==> config.mk <==
export PLATFORM = sky130hd
export DESIGN_NAME = cartridge_bank_controller
export DESIGN_NICKNAME = d
export VERILOG_FILES = /design/src/rtl/cbc_pkg.sv /design/src/rtl/cbc_mapper.sv /design/src/rtl/cartridge_bank_controller.sv
export SDC_FILE = /design/constraint.sdc
export NUM_CORES = 1
export LEC_CHECK = 0
export BUFFER_PORTS_ARGS = -buffer_cell sky130_fd_sc_hd__buf_2
export CORE_ASPECT_RATIO = 1.75
export CORE_MARGIN = 2
export CORE_UTILIZATION = 46
export CTS_BUF_LIST = sky130_fd_sc_hd__clkbuf_16
export DETAILED_ROUTE_END_ITERATION = 6
export PLACE_DENSITY = 0.77
export SLEW_MARGIN = 15
export SYNTH_ARGS = -nofsm -noshare
export SYNTH_HDL_FRONTEND = slang
export SYNTH_SLANG_ARGS = --single-unit
==> constraint.sdc <==
create_clock -name i_clk -period 5.7 [get_ports i_clk]
set_input_delay 0.855 -clock i_clk [delete_from_list [all_inputs] [get_ports i_clk]]
set_output_delay 0.855 -clock i_clk [all_outputs]
set_load 0.005 [all_outputs]
==> src/rtl/cbc_pkg.sv <==
// ----------------------------------------------------------------------------
// cbc_pkg: shared types and constants of the cartridge bank controller
// bus beat formats, action codes, address region codes and config group
// ----------------------------------------------------------------------------
`default_nettype none

package cbc_pkg;

    // action codes of a result beat
    localparam logic [2:0] ACT_ABSORB   = 3'd0;
    localparam logic [2:0] ACT_OPEN_RD  = 3'd1;
    localparam logic [2:0] ACT_ROM_RD   = 3'd2;
    localparam logic [2:0] ACT_RAM_RD   = 3'd3;
    localparam logic [2:0] ACT_RAM_WR   = 3'd4;
    localparam logic [2:0] ACT_BUS_RD   = 3'd5;
    localparam logic [2:0] ACT_BUS_WR   = 3'd6;

    // access kinds
    localparam logic CMD_READ  = 1'b0;
    localparam logic CMD_WRITE = 1'b1;

    // 8 KiB regions of the cpu map, by address bits [15:13]
    localparam logic [2:0] REG_RAM_ENABLE = 3'd0;  // 0x0000-0x1fff
    localparam logic [2:0] REG_ROM_BANK   = 3'd1;  // 0x2000-0x3fff
    localparam logic [2:0] REG_RAM_BANK   = 3'd2;  // 0x4000-0x5fff
    localparam logic [2:0] REG_LATCH      = 3'd3;  // 0x6000-0x7fff
    localparam logic [2:0] REGION_EXT_RAM = 3'd5;  // 0xa000-0xbfff

    // 16 KiB rom window 0x4000-0x7fff, by address bits [15:14]
    localparam logic [1:0] ROM_WINDOW = 2'd1;

    localparam logic [3:0] RAM_EN_KEY     = 4'hA;
    localparam logic [7:0] RAM_BANK_MAX   = 8'h07;
    localparam logic [7:0] CLOCK_SEL_MAX  = 8'h0C;
    localparam logic [7:0] OPEN_BUS_BYTE  = 8'hFF;

    // configuration register indexes
    localparam logic CFG_ROM_LOG2 = 1'b0;
    localparam logic CFG_RAM_LOG2 = 1'b1;

    localparam logic [2:0] ROM_LOG2_RESET = 3'd7;
    localparam logic [1:0] RAM_LOG2_RESET = 2'd0;

    typedef struct packed {
        logic        cmd;
        logic [15:0] bus_address;
        logic [7:0]  write_data;
    } t_in_beat;

    typedef struct packed {
        logic [2:0]  action;
        logic [20:0] mapped_address;
        logic [7:0]  data_out;
    } t_out_beat;

    typedef struct packed {
        logic [2:0] rom_bank_count_log2;
        logic [1:0] ram_bank_count_log2;
    } t_cfg;

endpackage

`default_nettype wire

==> src/rtl/cbc_mapper.sv <==
// ----------------------------------------------------------------------------
// cbc_mapper: bank state and access decode
// holds the bank registers and maps one bus access to one result beat
// ----------------------------------------------------------------------------
`default_nettype none

module cbc_mapper
    import cbc_pkg::*;
#(
    parameter int ROM_BANK_BITS  = 7,
    parameter int RAM_BANK_LIMIT = 8
) (
    input  wire logic      i_clk,
    input  wire logic      i_rst_n,
    input  wire logic      i_fire,
    input  wire t_in_beat  i_beat,
    input  wire t_cfg      i_cfg,
    output t_out_beat      o_beat
);

    logic [ROM_BANK_BITS-1:0] r_rom_bank, n_rom_bank;
    logic [2:0]               r_ram_bank, n_ram_bank;
    logic                     r_ram_en,   n_ram_en;
    logic                     r_clk_mode, n_clk_mode;

    logic [15:0] addr;
    logic        is_write;
    logic        in_ram;
    logic        usable;
    logic [2:0]  ram_mask;
    logic [7:0]  rom_mask;
    logic [7:0]  rom_val;
    logic [20:0] ram_addr;
    logic [20:0] rom_addr;

    assign addr     = i_beat.bus_address;
    assign is_write = (i_beat.cmd == CMD_WRITE);
    assign in_ram   = (addr[15:13] == REGION_EXT_RAM);
    assign usable   = r_ram_en && !r_clk_mode
                   && ({1'b0, r_ram_bank} < 4'(RAM_BANK_LIMIT));

    // bank count is a power of two, so the wrap is a mask on the bank
    assign ram_mask = 3'((4'd1 << i_cfg.ram_bank_count_log2) - 4'd1);
    assign ram_addr = {5'd0, r_ram_bank & ram_mask, addr[12:0]};
    assign rom_addr = 21'({r_rom_bank, addr[13:0]});

    assign rom_mask = (8'd1 << i_cfg.rom_bank_count_log2) - 8'd1;
    assign rom_val  = i_beat.write_data & rom_mask;

    // result decode
    always_comb begin
        o_beat = '0;
        if (in_ram) begin
            if (is_write) begin
                if (usable) begin
                    o_beat.action         = ACT_RAM_WR;
                    o_beat.mapped_address = ram_addr;
                    o_beat.data_out       = i_beat.write_data;
                end else begin
                    o_beat.action = ACT_ABSORB;
                end
            end else if (usable) begin
                o_beat.action         = ACT_RAM_RD;
                o_beat.mapped_address = ram_addr;
            end else begin
                o_beat.action   = ACT_OPEN_RD;
                o_beat.data_out = OPEN_BUS_BYTE;
            end
        end else if (is_write) begin
            if (addr[15] == 1'b0) begin
                o_beat.action = ACT_ABSORB;
            end else begin
                o_beat.action         = ACT_BUS_WR;
                o_beat.mapped_address = 21'(addr);
                o_beat.data_out       = i_beat.write_data;
            end
        end else if (addr[15:14] == ROM_WINDOW) begin
            o_beat.action         = ACT_ROM_RD;
            o_beat.mapped_address = rom_addr;
        end else begin
            o_beat.action         = ACT_BUS_RD;
            o_beat.mapped_address = 21'(addr);
        end
    end

    // control register writes
    always_comb begin
        n_rom_bank = r_rom_bank;
        n_ram_bank = r_ram_bank;
        n_ram_en   = r_ram_en;
        n_clk_mode = r_clk_mode;
        if (i_fire && is_write && (addr[15] == 1'b0)) begin
            case (addr[15:13])
                REG_RAM_ENABLE: begin
                    n_ram_en = (i_beat.write_data[3:0] == RAM_EN_KEY);
                end
                REG_ROM_BANK: begin
                    if (i_beat.write_data == 8'd0) begin
                        n_rom_bank = ROM_BANK_BITS'(1);
                    end else begin
                        n_rom_bank = rom_val[ROM_BANK_BITS-1:0];
                    end
                end
                REG_RAM_BANK: begin
                    if (i_beat.write_data <= RAM_BANK_MAX) begin
                        n_clk_mode = 1'b0;
                        n_ram_bank = i_beat.write_data[2:0];
                    end else if (i_beat.write_data <= CLOCK_SEL_MAX) begin
                        n_clk_mode = 1'b1;
                    end
                end
                REG_LATCH: begin
                    // clock latch not implemented, write absorbed
                end
                default: begin
                end
            endcase
        end
    end

    always_ff @(posedge i_clk) begin
        if (!i_rst_n) begin
            r_rom_bank <= ROM_BANK_BITS'(1);
            r_ram_bank <= 3'd0;
            r_ram_en   <= 1'b0;
            r_clk_mode <= 1'b0;
        end else begin
            r_rom_bank <= n_rom_bank;
            r_ram_bank <= n_ram_bank;
            r_ram_en   <= n_ram_en;
            r_clk_mode <= n_clk_mode;
        end
    end

endmodule

`default_nettype wire

==> src/rtl/cartridge_bank_controller.sv <==
// ----------------------------------------------------------------------------
// cartridge_bank_controller: cartridge bank controller, clock chip left out
// maps cpu bus accesses to banked rom, banked external ram or the system bus
// ----------------------------------------------------------------------------
// usage
//   input channel: i_valid / o_stall carry one cpu access beat (cmd,
//   bus_address, write_data); a beat is taken when i_valid is high and
//   o_stall is low
//   output channel: o_valid / i_stall carry one result beat (action,
//   mapped_address, data_out) for every input beat, in order
//   the beat passes the input register, then the result register;
//   throughput: one beat per cycle while the receiver does not stall, set
//   by the combinational decode between the two registers
//   a bank register write takes effect for the very next beat
//   receiver stall: the result register holds; one more beat can wait in
//   the input register, after that o_stall rises until the receiver drains
//   reset (synchronous, i_rst_n low): both stages empty, rom bank 1, ram
//   bank 0, ram disabled, ram mode; rom count log2 7, ram count log2 0
//   apb port: reg 0 at 0x0 rom bank count log2, reg 1 at 0x4 ram bank count
//   log2; write only while the block is idle, pready is always high
// ----------------------------------------------------------------------------
`default_nettype none

module cartridge_bank_controller
    import cbc_pkg::*;
#(
    parameter int ROM_BANK_BITS  = 7,
    parameter int RAM_BANK_LIMIT = 8
) (
    input  wire logic        i_clk,
    input  wire logic        i_rst_n,
    // access channel
    input  wire logic        i_valid,
    output logic             o_stall,
    input  wire t_in_beat    i_data,
    // result channel
    output logic             o_valid,
    input  wire logic        i_stall,
    output t_out_beat        o_data,
    // configuration port
    input  wire logic        psel,
    input  wire logic        penable,
    input  wire logic        pwrite,
    input  wire logic [2:0]  paddr,
    input  wire logic [31:0] pwdata,
    output logic [31:0]      prdata,
    output logic             pready
);

    // input stage
    logic      r_in_valid, n_in_valid;
    t_in_beat  r_in_beat;
    // result stage
    logic      r_out_valid, n_out_valid;
    t_out_beat r_out_beat;
    // configuration
    t_cfg      r_cfg, n_cfg;

    t_out_beat dec_beat;
    logic      advance;
    logic      fire;
    logic      cfg_wr;

    // result stage can take a new beat when empty or being drained
    assign advance = !r_out_valid || !i_stall;
    // input-stage beat moves to the result stage this cycle
    assign fire    = r_in_valid && advance;
    // full input stage with no room ahead blocks the sender
    assign o_stall = r_in_valid && !advance;

    assign o_valid = r_out_valid;
    assign o_data  = r_out_beat;

    // bank state and decode
    cbc_mapper #(
        .ROM_BANK_BITS  (ROM_BANK_BITS),
        .RAM_BANK_LIMIT (RAM_BANK_LIMIT)
    ) u_mapper (
        .i_clk   (i_clk),
        .i_rst_n (i_rst_n),
        .i_fire  (fire),
        .i_beat  (r_in_beat),
        .i_cfg   (r_cfg),
        .o_beat  (dec_beat)
    );

    always_comb begin
        n_in_valid  = r_in_valid;
        n_out_valid = r_out_valid;
        if (!o_stall) begin
            n_in_valid = i_valid;
        end
        if (advance) begin
            n_out_valid = r_in_valid;
        end
    end

    always_ff @(posedge i_clk) begin
        if (!i_rst_n) begin
            r_in_valid  <= 1'b0;
            r_out_valid <= 1'b0;
        end else begin
            r_in_valid  <= n_in_valid;
            r_out_valid <= n_out_valid;
        end
    end

    // payload registers, no reset needed
    always_ff @(posedge i_clk) begin
        if (i_valid && !o_stall) begin
            r_in_beat <= i_data;
        end
        if (fire) begin
            r_out_beat <= dec_beat;
        end
    end

    // apb register file, register index is paddr[2]
    assign pready = 1'b1;
    assign cfg_wr = psel && penable && pwrite && pready;

    always_comb begin
        n_cfg = r_cfg;
        if (cfg_wr) begin
            case (paddr[2])
                CFG_ROM_LOG2: n_cfg.rom_bank_count_log2 = pwdata[2:0];
                CFG_RAM_LOG2: n_cfg.ram_bank_count_log2 = pwdata[1:0];
                default: begin
                end
            endcase
        end
    end

    always_ff @(posedge i_clk) begin
        if (!i_rst_n) begin
            r_cfg.rom_bank_count_log2 <= ROM_LOG2_RESET;
            r_cfg.ram_bank_count_log2 <= RAM_LOG2_RESET;
        end else begin
            r_cfg <= n_cfg;
        end
    end

    always_comb begin
        case (paddr[2])
            CFG_ROM_LOG2: prdata = 32'(r_cfg.rom_bank_count_log2);
            CFG_RAM_LOG2: prdata = 32'(r_cfg.ram_bank_count_log2);
            default:      prdata = '0;
        endcase
    end

endmodule

`default_nettype wire
==> impl_metrics.toml, run 1 <==
[die]
core_um2 = 6910
die_area_um2 = 7880
dieHeight_um = 116
num_rows = 40
start_util = 0.477
boundaryPins = 134
dieWidth_um = 68.0

[drt]
dr.max_layer_used = "met4"
routed_wirelength_um = 5570
drc = 0
via_per_inst = 4.93
drt_first_pass_iters = 4
wl_met3_um = 375
wire_per_inst_um = 13.6
dr_total_vias = 2026
first_iter_violations = 74
drt-met1-wl_um = 1960
drtAntennaViolNets = 0
dr_wl_met2_um = 2960

[timing]
rsz0062_at_grt = "false"
drv_slew = 0
timing.final.crit_share = 0.447
setup_viol = 0
fin_setup_tns_ps = 0
maxSlewHeadroom = 0.266
worstMarginPinSlew_ps = 1100
period_needed_ps = 2550
hold_viol = 0
skew_ps = 4.24
fmax_mhz = 392
setup_ws_ps = 3150

[pwr]
p_leak_nw = 1.66
power.total_mw = 1.30
p_per_area_nw_per_um2 = 333
p_seq_frac = 0.491
combPwrFrac = 0.056
switching_share = 0.201
vdd_drop_max_uv = 259
clkPwrFrac = 0.453
internal_power_mw = 1.04
p_switching_mw = 0.262

[clock_network]
cts_hold_buf = 0
cts.sinks = 76
h-tree-depth = 3
cts_resized = 0
root_buffer = "clkbuf_16"
cts.path.max_buffers = 2
clk_latency_ps = 340
cts_made_buffers = 9
cts_tree = "done"
cts_setup_buffers = 0
clk_pin_slew_worst_paths_ps = 60

[synthesis]
synth_cells = 251
ys_warn_count = 0
ys_top_cells_by_count = "edfxtp_1, buf_4, dfxtp_1, and2_1, nand2_1"
yosysTopAreaCellShare = 0.519
synthArstFlopShare = 0
synth_edf_count = 57
synth_cell_types = 45
synth_area_leaders = "edfxtp_1, dfxtp_1, buf_4, mux2i_1, and2_1"
ys_seq_elements = 76
ys_seq_area_frac = 0.635
syn_area_um2 = 3300
synth_most_common_cell = "edfxtp_1"
avgSynthCellArea_um2 = 13.1
synth_area_leader_cell = "edfxtp_1"
synthFlopType = "edfxtp_1"

[placed_design]
dp_hpwl_um = 4110
dpl.cell_count = 396
placed_cell_area_um2 = 3580
dp_slack_ps = 2780
port_buffers = 72
gp_congestion = 0.833

[final_layout]
num_antenna_cells = 0
drive_gt1_frac = 0.300
stdcell_count = 411
design_area_um2 = 3900
layout.nets = 391
area_growth_pct = 18.4

[setup_path]
path_buf_inv = 1
slowest_delay_ps = 840
setup.worst_path.class = "input port to register"
critPathRequiredTime_ps = 5910
endpoint_kind = "register"
crit_fanout = 37
r2r-start = "o_valid"
cp.arrival_ps = 2760
crit_path_cell_trace = "buf_2 -> a21boi_4 -> nand4b_1 -> a221oi_1 -> o21ai_0"
cp-start-kind = "input port"
rr_worst_depth = 4
r2r_setup_slack_ps = 3420
timing.rr.end = "u_mapper.r_rom_bank[0]"
critPathSlowestCell = "a21boi_4"
critPathTopFamily = "compound AO/OA/AOI/OAI gates"

[global_routing]
grt_pass1_vias = 1897
grt_overflow = 0
grt_start_max_net_pins = 38
grt_use_total = 0.154
grt_pass1_wl_um = 8700
antenna_found_initial = 0

[run_status]
status = "complete, no violations"

[worst_hold_path]
min_delay_worst_endpoint = "u_mapper.r_rom_bank[3]"
hold_class = "register to register"
worst_hold_startpoint = "u_mapper.r_rom_bank[3]"
whs_path_depth = 2

[run]
drv_cap = 0
-- kinds of logic after synthesis --
logic type | after synthesis | share of synthesized area
fa+ha+maj | 1 | 0.00380
buf+inv | 42 | 0.0900
compound gates | 37 | 0.0797
xor+xnor | 2 | 0.00532
simple gates | 80 | 0.150
flops | 76 | 0.635
other cells | 2 | 0.00228
mux | 11 | 0.0342
-- through the flow --
step | hold WS (ps) | util
after global placement | 434 | 0.519
after CTS | 448 | 0.564
after floorplan | 426 | -
after global routing | 469 | 0.565
after detailed placement | 440 | 0.519
final | 449 | 0.565
-- metal layers --
metal,vias up,global-route usage
li1,990,-
met1,928,0.163
met2,90,0.248
met3,18,0.0447
met4,0,0.124
met5,-,0
-- worst max path at each step --
stage,start,end,cells past startpoint,slack [ps]
6_report,i_stall,u_mapper.r_rom_bank[0],5,3150
5_1_grt,i_stall,u_mapper.r_rom_bank[0],5,2970
3_5_place_dp,i_stall,u_mapper.r_rom_bank[0],5,2780
4_1_cts,i_stall,u_mapper.r_rom_bank[0],5,3140
2_1_floorplan,i_stall,r_in_beat[0],2,3080
3_3_place_gp,i_stall,u_mapper.r_rom_bank[0],5,2810
-- power by group through the flow --
stage	sequential (mW)	combinational (mW)	clock (mW)
CTS	0.639	0.0732	0.598
global placement	0.649	0.0708	0
floorplan	0.645	0.0586	0
detailed placement	0.650	0.0732	0
finish	0.638	0.0728	0.588
global route	0.641	0.0829	0.616
-- cell usage in the layout (no fill, tap or decap), types with 3 or more instances in the layout --
cell,n
nand3_1,7
nand4_1,5
nor3b_1,3
edfxtp_1,57
conb_1,30
mux2i_1,9
a21boi_1,5
clkbuf_16,9
nor2b_1,10
nor2_1,6
and3_1,6
nand2_1,13
buf_2,72
o21ai_0,6
a21o_1,9
a21oi_1,8
dfxtp_1,19
inv_1,3
and2_1,13
-- final cells by class --
class	instances	area [um^2]
Tap cell	84	105
Multi-Input combinational cell	161	1020
Fill cell	610	3000
Clock buffer	9	225
Timing Repair Buffer	72	360
Inverter	3	11.3
Clock inverter	6	88.8
Sequential cell	76	2090
-- worst reg2reg max path, cell delays in order, from the launching register on --
cell	delay, ps
dfxtp_1	350
a21boi_4	870
nand4b_1	500
a221oi_1	340
o21ai_0	100
-- state kept, by name (all words and copies together), names as in the netlist --
register and cells:
r_in_beat 25, o_valid 1, u_mapper.r_clk_mode 1, r_in_valid 1
u_mapper.r_ram_en 1, u_mapper.r_rom_bank 7, u_mapper.r_ram_bank 3, o_data 32
r_cfg 5
No activity file was read; power rests on OpenSTA's default activity.
==> run 2, diff against run 1 <==
Clock period 5.7 ns to 2.6 ns, I/O delays scaled along.
==> run 2 against run 1 <==
- clock power rose by 100%
- register-to-register slack got worse by 2500 ps
- power grew 110%
- utilization is 0.054 points lower
- flip-flop and latch count did not move
- critical path type is now register to register
- worst setup slack got worse by 2300 ps
==> impl_metrics.toml, run 2 (synthesized netlist as in run 1, its figures left out) <==
[run_status]
status = "complete, no violations"

[timing]
timing.final.crit_share = 0.661
worstMarginPinSlew_ps = 583
rsz0062_at_grt = "false"
fmax_mhz = 582
hold_viol = 0
maxSlewHeadroom = 0.611
drv_slew = 0
period_needed_ps = 1720
setup_viol = 0
fin_setup_tns_ps = 0
skew_ps = 2.79

[drt]
via_per_inst = 5.08
drt_first_pass_iters = 4
drc = 0
dr_total_vias = 2110
wire_per_inst_um = 14.1
routed_wirelength_um = 5850
drtAntennaViolNets = 0
first_iter_violations = 122

[setup_path]
crit_fanout = 14
setup.worst_path.class = "register to register"
cp.arrival_ps = 1980
cp-start-kind = "register"
critPathRequiredTime_ps = 2860
endpoint_kind = "register"

[final_layout]
largest_register_ffs = 32
layout_common_cells = "buf_2, edfxtp_1, conb_1"
drive_gt1_frac = 0.302
final_common_cell = "buf_2"
layout.nets = 394
num_antenna_cells = 0
area_growth_pct = 18.3

[global_routing]
antenna_found_initial = 0
grt_use_total = 0.160
grt_start_max_net_pins = 26
grt_overflow = 0
grt_pass1_wl_um = 9110
grt_pass1_vias = 1981

[placed_design]
dp_hpwl_um = 4210
port_buffers = 72
gp_congestion = 0.843

[clock_network]
cts_resized = 0
cts.path.max_buffers = 2
clk_latency_ps = 330
cts_tree = "done"
root_buffer = "clkbuf_16"
cts_hold_buf = 0
clk_pin_slew_worst_paths_ps = 60
h-tree-depth = 3
cts_made_buffers = 9
cts.sinks = 76
cts_setup_buffers = 0

[die]
core_um2 = 6910
dieWidth_um = 68.0
dieHeight_um = 116
start_util = 0.477
num_rows = 40
boundaryPins = 134
die_area_um2 = 7880

[run]
drv_cap = 0

[worst_hold_path]
hold_class = "input port to register"

[pwr]
p_per_area_nw_per_um2 = 706
vdd_drop_max_uv = 599
power.total_mw = 2.75
p_leak_nw = 1.66
## run 2: cell count changes in the layout (fill, tap and decap cells not counted)
cell	change
inv_1	+1
nor2b_2	+1
clkinvlp_4	-1
clkinv_1	+1
buf_4	+3
nor2b_4	-1
bufinv_16	-1
clkinv_4	+1
## run 2: path summary, 6_finish.rpt
check,from,end,slack [ps],cells past startpoint
setup / recovery,r_in_beat[23],u_mapper.r_rom_bank[5],880,4
hold reg to reg,u_mapper.r_rom_bank[5],u_mapper.r_rom_bank[5],440,2
hold / removal,i_data[19],r_in_beat[19],230,1
setup reg to reg,r_in_beat[23],u_mapper.r_rom_bank[5],880,4
## run 2: stage by stage
step | setup slack [ps] | hold slack, ps | utilization | area (um^2) | std cells
floorplan | 442 | 426 | - | 3400 | 279
global placement | 934 | 435 | 0.522 | 3610 | 399
detailed placement | 914 | 440 | 0.522 | 3610 | 399
CTS | 888 | 221 | 0.564 | 3900 | 415
global route | 755 | 219 | 0.564 | 3900 | 415
finish | 881 | 232 | 0.564 | 3900 | 415
## run 2: metal layers
layer,share of wire,wire (um),vias to the layer above,GRT usage
met5,0,0,-,0
met4,0.046,268,0,0.0960
met3,0.078,456,25,0.0573
met2,0.54,3160,120,0.274
met1,0.34,1970,970,0.161
li1,-,-,995,-
## run 2: layout make-up
cell class,instances,area [um^2]
Clock buffer,9,225
Inverter,3,11.3
Clock inverter,7,67.6
Timing Repair Buffer,75,383
Sequential cell,76,2090
Multi-Input combinational cell,161,1010
Tap cell,84,105
Fill cell,577,3010
## run 2: critical path: stages, from the launching register on
cell      delay, ps
edfxtp_1        590
nand2b_1        290
nor4b_4         440
nand4_1         180
a21boi_1        160
## run 2: report_power, final
part	internal, mW	switching [mW]	leakage [nW]
registers	1.37	0.0334	0.703
logic	0.0758	0.0895	0.818
clock network	0.738	0.450	0.145
total	2.18	0.573	1.66
==> run 3, diff against run 2 <==
Settings changed: CORE_UTILIZATION 46 to 43, PLACE_DENSITY 0.77 to 0.75.
Clock period 2.6 ns to 1.45 ns, I/O delays scaled along.
==> run 3 against run 2 <==
- the flow now finishes with violations (setup timing)
- sequential power grew 79%
- utilization up 0.36 points
- final cell count is 8.7% higher
- power is 84% higher
- register-to-register slack worse by 970 ps
- worst setup slack worse by 970 ps
- die area grew 6.6%
- global-route usage fell by 1.1 points
- clock skew increased by 2.8 ps
- clock power is 82% higher
==> impl_metrics.toml, run 3 (synthesized netlist as in run 1, its figures left out) <==
[die]
die_area_um2 = 8410
start_util = 0.439
core_um2 = 7510
dieHeight_um = 120
dieWidth_um = 70.2
num_rows = 42
boundaryPins = 134

[timing]
skew_ps = 5.57
period_needed_ps = 1540
setup_ws_ps = -89.8
setup_viol = 11
hold_viol = 0
fmax_mhz = 649
rsz0062_at_grt = "true"
fin_setup_tns_ps = -390
drv_slew = 0
timing.final.crit_share = 1.06

[drt]
wire_per_inst_um = 14.3
dr_total_vias = 2209
drt_first_pass_iters = 4
first_iter_violations = 83
drc = 0
via_per_inst = 4.90
drtAntennaViolNets = 0
routed_wirelength_um = 6430

[final_layout]
largest_register_ffs = 32
layout.nets = 426
num_antenna_cells = 0
fillers = 617
final_common_cell = "buf_2"
layout_common_cells = "buf_2, edfxtp_1, conb_1"
multi_input_area_um2 = 1110
area_growth_pct = 29.5
drive_gt1_frac = 0.419
design_area_um2 = 4270
regArea_um2 = 2100

[clock_network]
cts.path.max_buffers = 2
clk_latency_ps = 330
clk_pin_slew_worst_paths_ps = 60
cts_tree = "done"
cts_hold_buf = 0
h-tree-depth = 3
root_buffer = "clkbuf_16"
cts.sinks = 76
cts_made_buffers = 9

[setup_path]
timing.rr.end = "u_mapper.r_ram_bank[0]"
setup.worst_path.class = "register to register"
crit_path_cell_trace = "nor4_4 -> buf_4 -> nand4_1 -> mux2i_1 -> nor2b_1"
cp.arrival_ps = 1760
cp-start-kind = "register"
r2r-start = "r_in_beat[5]"
endpoint_kind = "register"
critPathSlowestCell = "edfxtp_1"
critPathRequiredTime_ps = 1670
slowest_delay_ps = 430
rr_worst_depth = 5
crit_fanout = 3
r2r_setup_slack_ps = -90
crit_end = "u_mapper.r_ram_bank[0]"
crit_start = "r_in_beat[5]"

[pwr]
vdd_drop_max_uv = 1160
clkPwrFrac = 0.428
switching_share = 0.214
p_per_area_nw_per_um2 = 1180
internal_power_mw = 3.97
p_seq_frac = 0.494
p_switching_mw = 1.08
combPwrFrac = 0.078
p_leak_nw = 1.86

[run_status]
status = "finished with violations"
violations = "setup timing"

[worst_hold_path]
hold_class = "input port to register"
worst_hold_startpoint = "i_data[21]"

[placed_design]
dp_slack_ps = -85.0
placed_cell_area_um2 = 3790
gp_congestion = 0.864
dp_hpwl_um = 4540
port_buffers = 72

[global_routing]
grt_start_max_net_pins = 26
grt_pass1_wl_um = 9510
grt_use_total = 0.149
antenna_found_initial = 0
grt_pass1_vias = 2091
grt_overflow = 0

[run]
drv_cap = 0
==> run 3: changes by cell type in the layout (fill, tap and decap cells not counted), sizes merged <==
| cell | previous run | this run |
|---|---|---|
| buf | 75 | 106 |
| a21o | 10 | 11 |
==> run 3: through the flow <==
stage                      util  hold WS, ps  instances  power, mW
final                     0.568         56.6        451       5.05
after global routing      0.568         46.7        451       5.21
after CTS                 0.552         46.9        444       5.05
after detailed placement  0.504          396        424       2.89
after global placement    0.504          394        424       2.88
after floorplan               -          316        279       2.77
==> run 3: critical path, delay by kind of cell, from the launching register on <==
kind	cells	cell delay, ps
buffers and inverters	1	170
DFF	1	430
and+or+nand+nor	3	600
muxes	1	230
==> run 3: repair_timing <==
item                                    in CTS  in global routing
pin swaps                                    2                  9
endpoints found under the setup margin       9                 17
buffers inserted                             4                  6
gates cloned                                 0                  1
resized for setup                            8                 21
==> run 3: power by group through the flow <==
stage	combinational, mW	sequential [mW]	clock (mW)
after floorplan	0.236	2.54	0
after global placement	0.341	2.53	0
after detailed placement	0.350	2.54	0
after CTS	0.360	2.50	2.19
after global routing	0.435	2.50	2.27
final	0.396	2.50	2.16
==> run 3: layout make-up <==
class | count | share of cell area
multi-input combinational | 162 | 0.261
inverter | 3 | 0.00264
clock inverter | 7 | 0.0158
tap | 88 | 0.0258
timing repair buffer | 106 | 0.151
clock buffer | 9 | 0.0528
sequential | 76 | 0.491
==> run 3: worst min-delay path by stage <==
stage | end | cells past startpoint | slack [ps]
2_1_floorplan | r_in_beat[0] | 0 | 320
3_3_place_gp | r_in_beat[8] | 1 | 390
3_5_place_dp | r_in_beat[12] | 1 | 400
4_1_cts | r_in_beat[1] | 1 | 50
5_1_grt | r_in_beat[0] | 1 | 50
6_report | r_in_beat[21] | 1 | 60
==> run 3: routing by layer <==
metal | vias to the layer above | share of wire | GRT usage
li1 | 1065 | - | -
met1 | 1031 | 0.34 | 0.139
met2 | 97 | 0.56 | 0.277
met3 | 16 | 0.069 | 0.0479
met4 | 0 | 0.039 | 0.0829
met5 | - | 0 | 0
